===== config.mk =====
export PLATFORM = sky130hd
export DESIGN_NAME = lpkt_hash
export DESIGN_NICKNAME = d
export VERILOG_FILES = /design/src/sv/lpkt_pkg.sv /design/src/sv/lpkt_hash.sv
export SDC_FILE = /design/constraint.sdc
export NUM_CORES = 1
export LEC_CHECK = 0
export ABC_AREA = 0
export BUFFER_PORTS_ARGS = -buffer_cell sky130_fd_sc_hd__buf_2
export CAP_MARGIN = 20
export CORE_MARGIN = 4
export CORE_UTILIZATION = 60
export CTS_CLUSTER_DIAMETER = 120
export CTS_CLUSTER_SIZE = 24
export DETAILED_ROUTE_END_ITERATION = 10
export GPL_TIMING_DRIVEN = 0
export PLACE_DENSITY = 0.83
export SLEW_MARGIN = 0
export SYNTH_ARGS = -nofsm -noshare
export SYNTH_HDL_FRONTEND = slang
export SYNTH_SLANG_ARGS = --single-unit

===== constraint.sdc =====
create_clock -name clk -period 19.4 [get_ports clk]
set_input_delay 2.91 -clock clk [delete_from_list [all_inputs] [get_ports clk]]
set_output_delay 2.91 -clock clk [all_outputs]
set_load 0.02 [all_outputs]

===== src/sv/lpkt_pkg.sv =====
// ----------------------------------------------------------------------------
// lpkt_pkg
// Shared constants, result codes and helpers for the linear probe key table.
// ----------------------------------------------------------------------------
package lpkt_pkg;

  localparam int TABLE_DEPTH = 1024;
  localparam int ADDR_W      = $clog2(TABLE_DEPTH);
  localparam int KEY_W       = 64;
  localparam int SLOT_W      = 10;
  localparam int CNT_W       = 11;

  localparam logic [KEY_W-1:0] HASH_MULT  = 64'hff51afd7ed558ccd;
  localparam int               HASH_SHIFT = 33;

  typedef enum logic [2:0] {
    ST_INSERTED  = 3'd0,
    ST_PRESENT   = 3'd1,
    ST_FULL      = 3'd2,
    ST_REMOVED   = 3'd3,
    ST_NOT_FOUND = 3'd4,
    ST_NULL      = 3'd5
  } status_t;

  typedef enum logic {
    KIND_INSERT = 1'b0,
    KIND_REMOVE = 1'b1
  } kind_t;

  // Probe step with wrap from the last slot to slot 0
  function automatic logic [ADDR_W-1:0] next_slot(input logic [ADDR_W-1:0] s);
    if (s == ADDR_W'(TABLE_DEPTH - 1)) begin
      return '0;
    end
    return s + ADDR_W'(1);
  endfunction

endpackage


===== src/sv/lpkt_hash.sv =====
// ----------------------------------------------------------------------------
// lpkt_hash
// Home slot hash: xor-shift, 64-bit multiply (low half), xor-shift, low bits.
// One shared 32x32 multiplier over three partial products.
// ----------------------------------------------------------------------------
module lpkt_hash
  import lpkt_pkg::*;
(
  input  logic              clk,
  input  logic              rst,
  input  logic              start,
  input  logic [KEY_W-1:0]  key,
  output logic              done,
  output logic [ADDR_W-1:0] slot
);

  logic             run;
  logic [2:0]       phase;
  logic [KEY_W-1:0] x;
  logic [KEY_W-1:0] prod;
  logic [KEY_W-1:0] acc;
  logic [31:0]      op_a;
  logic [31:0]      op_b;
  logic [KEY_W-1:0] mixed;

  // Low 64 bits of x * M = x0*m0 + ((x0*m1 + x1*m0) << 32)
  always_comb begin
    op_a = x[31:0];
    op_b = HASH_MULT[31:0];
    case (phase)
      3'd1: op_b = HASH_MULT[63:32];
      3'd2: begin
        op_a = x[63:32];
        op_b = HASH_MULT[31:0];
      end
      default: ;
    endcase
  end

  assign mixed = acc ^ (acc >> HASH_SHIFT);

  always_ff @(posedge clk) begin
    if (rst) begin
      run   <= 1'b0;
      phase <= '0;
      done  <= 1'b0;
    end else begin
      done <= 1'b0;
      if (start) begin
        x     <= key ^ (key >> HASH_SHIFT);
        run   <= 1'b1;
        phase <= '0;
      end else if (run) begin
        prod  <= KEY_W'(op_a) * KEY_W'(op_b);
        phase <= phase + 3'd1;
        case (phase)
          3'd1: acc <= prod;
          3'd2: acc <= acc + {prod[31:0], 32'b0};
          3'd3: acc <= acc + {prod[31:0], 32'b0};
          3'd4: begin
            // power-of-two depth: modulo is the low bits
            slot <= mixed[ADDR_W-1:0];
            done <= 1'b1;
            run  <= 1'b0;
          end
          default: ;
        endcase
      end
    end
  end

endmodule


==> run summary, run 1 <==
status = finished, final reports clean
Clock Tree Buf Depth = 3
reg-to-reg startpoint = phase[0]
post-CTS setup buffer count = 0
crit path launch type = flop
Critical Path Fanout Max = 11
most frequent cells in the layout = inv_1, fa_1, ha_1, edfxtp_1, buf_2
nets@finish = 3091
Via Count = 15300
post-route ant nets = 0
fraction of the cycle the final worst path needs = 54.4%
Synth cell types = 61
largest area contributor in the netlist = fa_1
critical path class = reg2reg
f_max = 94.8 MHz
max-cap violation count = 0
CP most frequent cell = fa_1
htree depth = 4
clk_lat worst skew = 0.47 ns
Setup crit end kind = flop
total CTS buffers = 25
Slew @ Worst Pin = 1.17 ns
die width = 204 um
Top-Level Pins = 78
relative slew slack = 22.0%
IO Port Bufs = 77
# setup viols final = 0
total congestion overflow = 0
WP data required = 19.59 ns
syn_area_per_cell = 10.8 sq um
Yosys reg bits = 122
routability cong. = 1.03
post-layout minimum cycle time = 10.54 ns
hold_sp = acc[4]
fillers = 2784
setup TNS = 0 ns
Cells after Synth = 2129
Hold Vio Cnt, Final = 0
minimum hold slack = 0.559 ns
Total GRT Usage = 30.6%
Vert. Die Dim = 204 um
DP HPWL = 52900 um
CTS root buf = clkbuf_16
layout cell share with drive strength beyond 1 = 6.82%
area grow syn2layout = 7.69%
Rows = 71
clock slew seen by the registers of the worst setup and hold paths = 0.05 ns
Mapped Area = 0.0230 sq mm
most common cell after layout, fill and taps aside = inv_1
sequential fraction of the synthesis area = 15.7%
first-pass GRT wire length = 95400 um
number of global-route vias before repair = 16900
Worst Path Arrival = 10.73 ns
crit path launch = phase[0]
Post-CTS Hold Buffers = 0
pin count of the biggest net entering global routing = 40
Routed WL per cell = 22.2 um
drt pass-1 iters = 5
ant diodes = 0
ys async rst share = 0%
design area = 0.0247 sq mm
starting density of the core = 60.9%
r2r setup slk = 8.86 ns
initial antenna violation count = 0
TritonCTS Sinks = 122
area of the multi-input gates = 0.0166 sq mm
fin util = 65.6%
R2R depth = 28
CTS tree = done
CTS resizes = 0
DR iter-0 viols = 1337
yosys warns = 0
Hold Path Class = reg2reg
cell at the slowest stage of the critical path = mux2i_1
Routed WL = 61200 um
Clock Skew = 0.0164 ns
Synth top area share = 41.7%
Die Area = 0.0415 sq mm
post-synthesis net count = 2980
area occupied by registers = 0.00361 sq mm
top cells by area, synth = fa_1, ha_1, edfxtp_1, inv_1, xor2_1
RSZ-0062 raised after global routing = no
# DRC = 0
ys flop type = edfxtp_1
Slew Viols, Final = 0
EDFF count, synth = 117
placed cell area = 0.0240 sq mm
hold path depth = 1
core footprint = 0.0377 sq mm
vias per std cell = 5.55
Slowest Stage Delay on Critical Path = 0.75 ns
==> flip-flops by register name (all words and copies together), names as in the netlist <==
name,flops
prod,22
phase,3
x,64
slot,10
done,1
run,1
acc,21
==> cells in the mapped netlist, types with 3 or more instances <==
master,number
nand4_1,6
and2_1,10
nor2b_1,5
o211ai_1,6
inv_1,680
mux2i_1,21
buf_2,3
o21ai_1,3
fa_1,478
mux2_2,9
or2_2,8
o21ai_0,36
dfxtp_1,5
o21bai_1,5
nand2_1,69
nor2_1,76
o21a_1,5
edfxtp_1,117
nor3_1,8
a21oi_1,58
a21o_1,14
xor2_1,56
clkbuf_1,36
a211oi_1,4
a41oi_1,3
nand3_1,7
ha_1,306
o31ai_1,4
xnor2_1,50
==> layout make-up <==
cell class / instances / area share, %
multi-input combinational: 1280 / 67.1
sequential: 122 / 14.6
inverter: 682 / 10.4
clock buffer: 27 / 2.60
tap: 511 / 2.59
timing repair buffer: 84 / 1.81
buffer: 45 / 0.790
clock inverter: 5 / 0.111
==> stage by stage <==
stage | std cells | setup slack (ns)
3_3_place_gp | 2717 | 8.59
2_1_floorplan | 2129 | 10.90
3_5_place_dp | 2721 | 8.57
4_1_cts | 2753 | 8.45
6_report | 2756 | 8.86
5_1_grt | 2756 | 8.54
==> worst max-delay path: cells and delay by family (launching register included) <==
kind	cells	cell delay [ns]
fa+ha+maj	10	4.60
buf+inv	7	1.63
compound gates	4	1.52
simple gates	5	1.08
mux	1	0.75
flops	1	0.35
xor+xnor	1	0.32
==> metal layers <==
metal	share of wire [%]	track usage [%]
met1	37	39.2
met2	48	49.8
met3	8.1	6.36
met4	6.6	15.5
met5	0	0
==> cells by family after synthesis <==
family,share of synthesized area (%)
buffers and inverters,12.0
AO/OA/AOI/OAI,4.22
XOR/XNOR,4.12
multiplexers,1.74
other,0.0163
AND/OR/NAND/NOR,3.80
flip-flops,15.7
adder cells (fa/ha/maj),58.4
==> path summary, 6_finish.rpt <==
check                  end
hold reg to reg    slot[4]
hold / removal     slot[4]
setup / recovery  prod[40]
setup reg to reg  prod[40]
Power of run 1 is left out: the tool's default activity adds up to more than one toggle a clock period on the data nets, which glitch-free logic cannot reach.
==> run 2: changes to the inputs <==
- ABC_AREA: 0 -> 1
- CORE_UTILIZATION: 60 -> 59
- PLACE_DENSITY: 0.83 -> 0.85
- clock period: 19.4 -> 8.9 ns (I/O delays scaled with it)
==> run 2 against run 1 <==
- die area grew 5.2%
- count of clock-buffer cells in the layout shrank 9
- routed wire length grew 3.8%
- final area grew 4.5%
- via count grew 9.9%
- sequential share of layout area shrank 0.63 points
- area after synthesis grew 3.7%
- non-clock buffer count grew 13
- final cell count grew 14%
- utilization shrank 0.77 points
- synthesized cell count grew 16%
==> run summary, run 2 <==
cell at the slowest stage of the critical path = fa_1
ant diodes = 0
post-layout minimum cycle time = 8.58 ns
total congestion overflow = 0
reg-to-reg startpoint = phase[1]
placed cell area = 0.0249 sq mm
clock slew seen by the registers of the worst setup and hold paths = 0.07 ns
initial antenna violation count = 0
design area = 0.0258 sq mm
Via Count = 16800
Hold Path Class = reg2reg
largest area contributor in the netlist = fa_1
ys flop type = edfxtp_1
first-pass GRT wire length = 100000 um
syn_area_per_cell = 9.62 sq um
pin count of the biggest net entering global routing = 40
Slowest Stage Delay on Critical Path = 0.56 ns
max-cap violation count = 0
Routed WL = 63500 um
area occupied by registers = 0.00361 sq mm
# DRC = 0
vias per std cell = 5.37
drt pass-1 iters = 5
Slew @ Worst Pin = 0.917 ns
die width = 209 um
crit path launch = phase[1]
fraction of the cycle the final worst path needs = 96.4%
core footprint = 0.0398 sq mm
crit path buf inv count = 11
Clock Tree Buf Depth = 2
top cells by area, synth = fa_1, ha_1, edfxtp_1, inv_1, nand2_1
Yosys reg bits = 122
WP data required = 9.10 ns
Clock Skew = 0.0119 ns
sequential fraction of the synthesis area = 15.2%
Synth top cells by count = inv_1, fa_1, ha_1
r2r setup slk = 0.32 ns
nets@finish = 3443
most common cell after layout, fill and taps aside = inv_1
EDFF count, synth = 117
TritonCTS Sinks = 122
setup TNS = 0 ns
RSZ-0062 raised after global routing = yes
cell with the most instances after synthesis = inv_1
cell family with most CP delay = adder cells
Setup crit end kind = flop
Die Area = 0.0436 sq mm
Cells after Synth = 2474
# setup viols final = 0
total CTS buffers = 17
IO Port Bufs = 77
post-route ant nets = 0
post-synthesis net count = 3325
top flop regs = x x64, prod x22, acc x21
relative slew slack = 38.9%
CTS root buf = clkbuf_16
Vert. Die Dim = 209 um
hold_sp = run
routability cong. = 1.03
Routed WL per cell = 20.3 um
Synth cell types = 43
ys async rst share = 0%
Most flops, register = x
htree depth = 4
Slew Viols, Final = 0
DR iter-0 viols = 1024
CTS tree = done
Total GRT Usage = 30.4%
Rows = 73
area grow syn2layout = 8.54%
fillers = 3156
critical path class = reg2reg
most frequent cells in the layout = inv_1, fa_1, ha_1, nand2_1, edfxtp_1
number of global-route vias before repair = 18900
status = finished, final reports clean
clk_lat worst skew = 0.46 ns
Top-Level Pins = 78
starting density of the core = 59.8%
Synth top area share = 40.2%
Mapped Area = 0.0238 sq mm
crit path launch type = flop
minimum hold slack = 0.487 ns
Hold Vio Cnt, Final = 0
max reg flops = 64
layout cell share with drive strength beyond 1 = 8.52%
area of the multi-input gates = 0.0172 sq mm
DP HPWL = 55000 um
Critical Path Fanout Max = 10
Worst Path Arrival = 8.79 ns
f_max = 117 MHz
yosys warns = 0
-- run 2: cell types whose count changed after synthesis, moves of 7 or more --
cell	delta
a21o_1	-8
and2_1	-10
inv_1	+117
mux2_2	-9
mux2i_1	-21
nand2_1	+176
nand2_2	+16
nand3_1	+30
nor2_1	+60
o21ai_0	+43
o21ai_1	+7
xnor2_1	-41
-- run 2: what timing repair did --
action / in CTS / in global routing
resized for setup: 25 / 32
setup buffers: 2 / 9
pin swaps: 2 / 0
endpoints found under the setup margin: 11 / 11
hold buffers: 0 / 0
-- run 2: cell type report --
class	count	share of cell area [%]
Clock inverter	14	0.625
Clock buffer	18	1.66
Multi-Input combinational cell	1507	66.4
Buffer	43	0.780
Timing Repair Buffer	99	2.26
Sequential cell	122	14.0
Inverter	802	11.7
Tap cell	525	2.54
-- run 2: routing by layer --
layer	wire [um]	GRT usage, %	up-vias	share of wire (%)
li1	-	-	7555	-
met3	4560	5.89	211	7.2
met4	4600	18.5	0	7.2
met1	23800	36.9	8286	37
met2	30600	50.5	750	48
met5	0	0	-	0
-- run 2: worst reg2reg max path, delay by kind of cell, from the launching register on --
kind                     cells  cell delay, ns
adder cells (fa/ha/maj)     10            4.69
buffers and inverters       11            1.92
flip-flops                   1            0.37
AND/OR/NAND/NOR             11            1.34
-- run 2: kinds of logic (layout without fill, tap and decap cells) --
kind of cell | count (synthesis) | in the layout | share of synthesized area [%]
fa+ha+maj | 784 | 784 | 56.3
flops | 122 | 122 | 15.2
compound gates | 176 | 176 | 4.02
xor+xnor | 70 | 70 | 2.58
other cells | 1 | 1 | 0.0158
simple gates | 476 | 476 | 8.42
buf+inv | 845 | 976 | 13.5
-- run 2: path summary, 6_finish.rpt --
check,to,cells past startpoint
max,prod[42],32
min,phase[2],1
max reg2reg,prod[42],32
min reg2reg,phase[2],1
-- run 2: stage by stage --
step	instances	util (%)	setup slack [ns]
finish	3130	64.9	0.317
global route	3130	64.9	-0.0364
CTS	3120	64.4	0.0232
detailed placement	3086	62.6	-0.806
global placement	3076	62.4	-1.95
floorplan	2474	-	0.640
Power of run 2 is left out for the same reason.
==> run 3: changes to the inputs <==
- CORE_UTILIZATION: 59 -> 55
- PLACE_DENSITY: 0.85 -> 0.81
==> run 3 against run 2 <==
- register-to-register slack got worse by 0.05 ns
- final cell count rose by 2.2%
- via count fell by 1.5%
- final area rose by 0.76%
- setup slack got worse by 0.047 ns
- routed wire length rose by 0.94%
- sequential share of layout area fell by 0.10 points
- count of clock-buffer cells in the layout rose by 2
- global-route usage fell by 1.7 points
- hold slack improved by 0.033 ns
- non-clock buffer count rose by 16
- die area rose by 7.0%
- critical endpoint unchanged
==> run summary, run 3 (synthesis results as in run 2) <==
Via Count = 16600
Slew Viols, Final = 0
WP data required = 9.12 ns
Rows = 75
top flop regs = x x64, prod x22, acc x21
post-layout minimum cycle time = 8.63 ns
cell at the slowest stage of the critical path = fa_1
htree depth = 4
initial antenna violation count = 1
die width = 216 um
Hold Vio Cnt, Final = 0
CP most frequent cell = fa_1
Setup crit end kind = flop
reg-to-reg startpoint = phase[0]
routability cong. = 1.04
cell family with most CP delay = adder cells
clk_lat worst skew = 0.47 ns
Total GRT Usage = 28.7%
TritonCTS Sinks = 122
Routed WL per cell = 20.1 um
status = finished, final reports clean
DP HPWL = 55600 um
Clock Tree Buf Depth = 2
drt pass-1 iters = 5
# setup viols final = 0
max-cap violation count = 0
post-route ant nets = 0
Slew @ Worst Pin = 0.907 ns
R2R depth = 33
critical path depth in cells = 33
fraction of the cycle the final worst path needs = 97.0%
f_max = 116 MHz
Inst Count DP = 3136
nets@finish = 3459
Routed WL = 64100 um
most common cell after layout, fill and taps aside = inv_1
Top-Level Pins = 78
starting density of the core = 56.2%
relative slew slack = 39.5%
ant diodes = 0
layout cell share with drive strength beyond 1 = 9.23%
Critical Path Fanout Max = 10
CTS tree = done
IO Port Bufs = 77
Worst Path Arrival = 8.85 ns
max reg flops = 64
total congestion overflow = 0
critical path class = reg2reg
setup TNS = 0 ns
CTS root buf = clkbuf_16
crit path launch type = flop
Most flops, register = x
Vert. Die Dim = 216 um
DR iter-0 viols = 1004
area grow syn2layout = 9.36%
crit path launch = phase[0]
Clock Skew = 0.00999 ns
non-filler cells, final = 3198
total CTS buffers = 17
first-pass GRT wire length = 99700 um
clock slew seen by the registers of the worst setup and hold paths = 0.06 ns
pin count of the biggest net entering global routing = 40
number of global-route vias before repair = 18700
Slowest Stage Delay on Critical Path = 0.60 ns
crit path buf inv count = 8
placed cell area = 0.0250 sq mm
vias per std cell = 5.18
most frequent cells in the layout = inv_1, fa_1, ha_1, nand2_1, edfxtp_1
hold path depth = 1
core footprint = 0.0423 sq mm
Hold Path Class = reg2reg
Die Area = 0.0467 sq mm
design area = 0.0260 sq mm
# DRC = 0
hold_sp = run
## run 3: cell types whose count changed in the layout (fill, tap and decap cells not counted), sizes merged
| cell | change |
|---|---|
| clkinvlp | +2 |
| clkbuf | +4 |
| inv | -7 |
| buf | +14 |
| clkinv | +3 |
## run 3: final timing paths
check,to,slack [ns]
min,phase[2],0.52
min reg2reg,phase[2],0.52
max reg2reg,prod[42],0.27
max,prod[42],0.27
## run 3: layer usage
metal	track usage, %	up-vias	part of all wire, %
met5	0	-	0.025
met4	18.5	2	8.1
met3	7.57	219	7.5
met2	47.2	629	47
met1	33.4	8136	38
li1	-	7569	-
## run 3: worst register-to-register path: cells and delay by family, from the launching register on
family | cells | cell delay [ns]
and+or+nand+nor | 14 | 2.13
buffers and inverters | 8 | 1.13
adders and majority gates | 10 | 4.41
AOI/OAI and AO/OA | 1 | 0.34
DFF | 1 | 0.37
## run 3: cell type report
class / count / area (sq um)
Tap cell: 577 / 722
Sequential cell: 122 / 3610
Clock buffer: 20 / 437
Inverter: 802 / 3030
Buffer: 43 / 206
Clock inverter: 12 / 125
Multi-Input combinational cell: 1507 / 17200
Fill cell: 3500 / 16300
Timing Repair Buffer: 115 / 704
## run 3: per-stage QoR
step	setup WS, ns	hold WS (ns)	utilization, %
final	0.270	0.520	61.5
after global routing	-0.106	0.543	61.5
after CTS	0.137	0.503	60.8
after detailed placement	-0.981	0.495	59.1
after global placement	-2.14	0.453	58.8
after floorplan	0.640	0.443	-
## run 3: repair_timing
| item | CTS | global route |
|---|---|---|
| hold buffers | 0 | 0 |
| resized for setup | 36 | 30 |
| endpoints found under the setup margin | 11 | 8 |
| buffers inserted | 5 | 24 |
| pin swaps | 2 | 5 |
Power of run 3 is left out for the same reason.
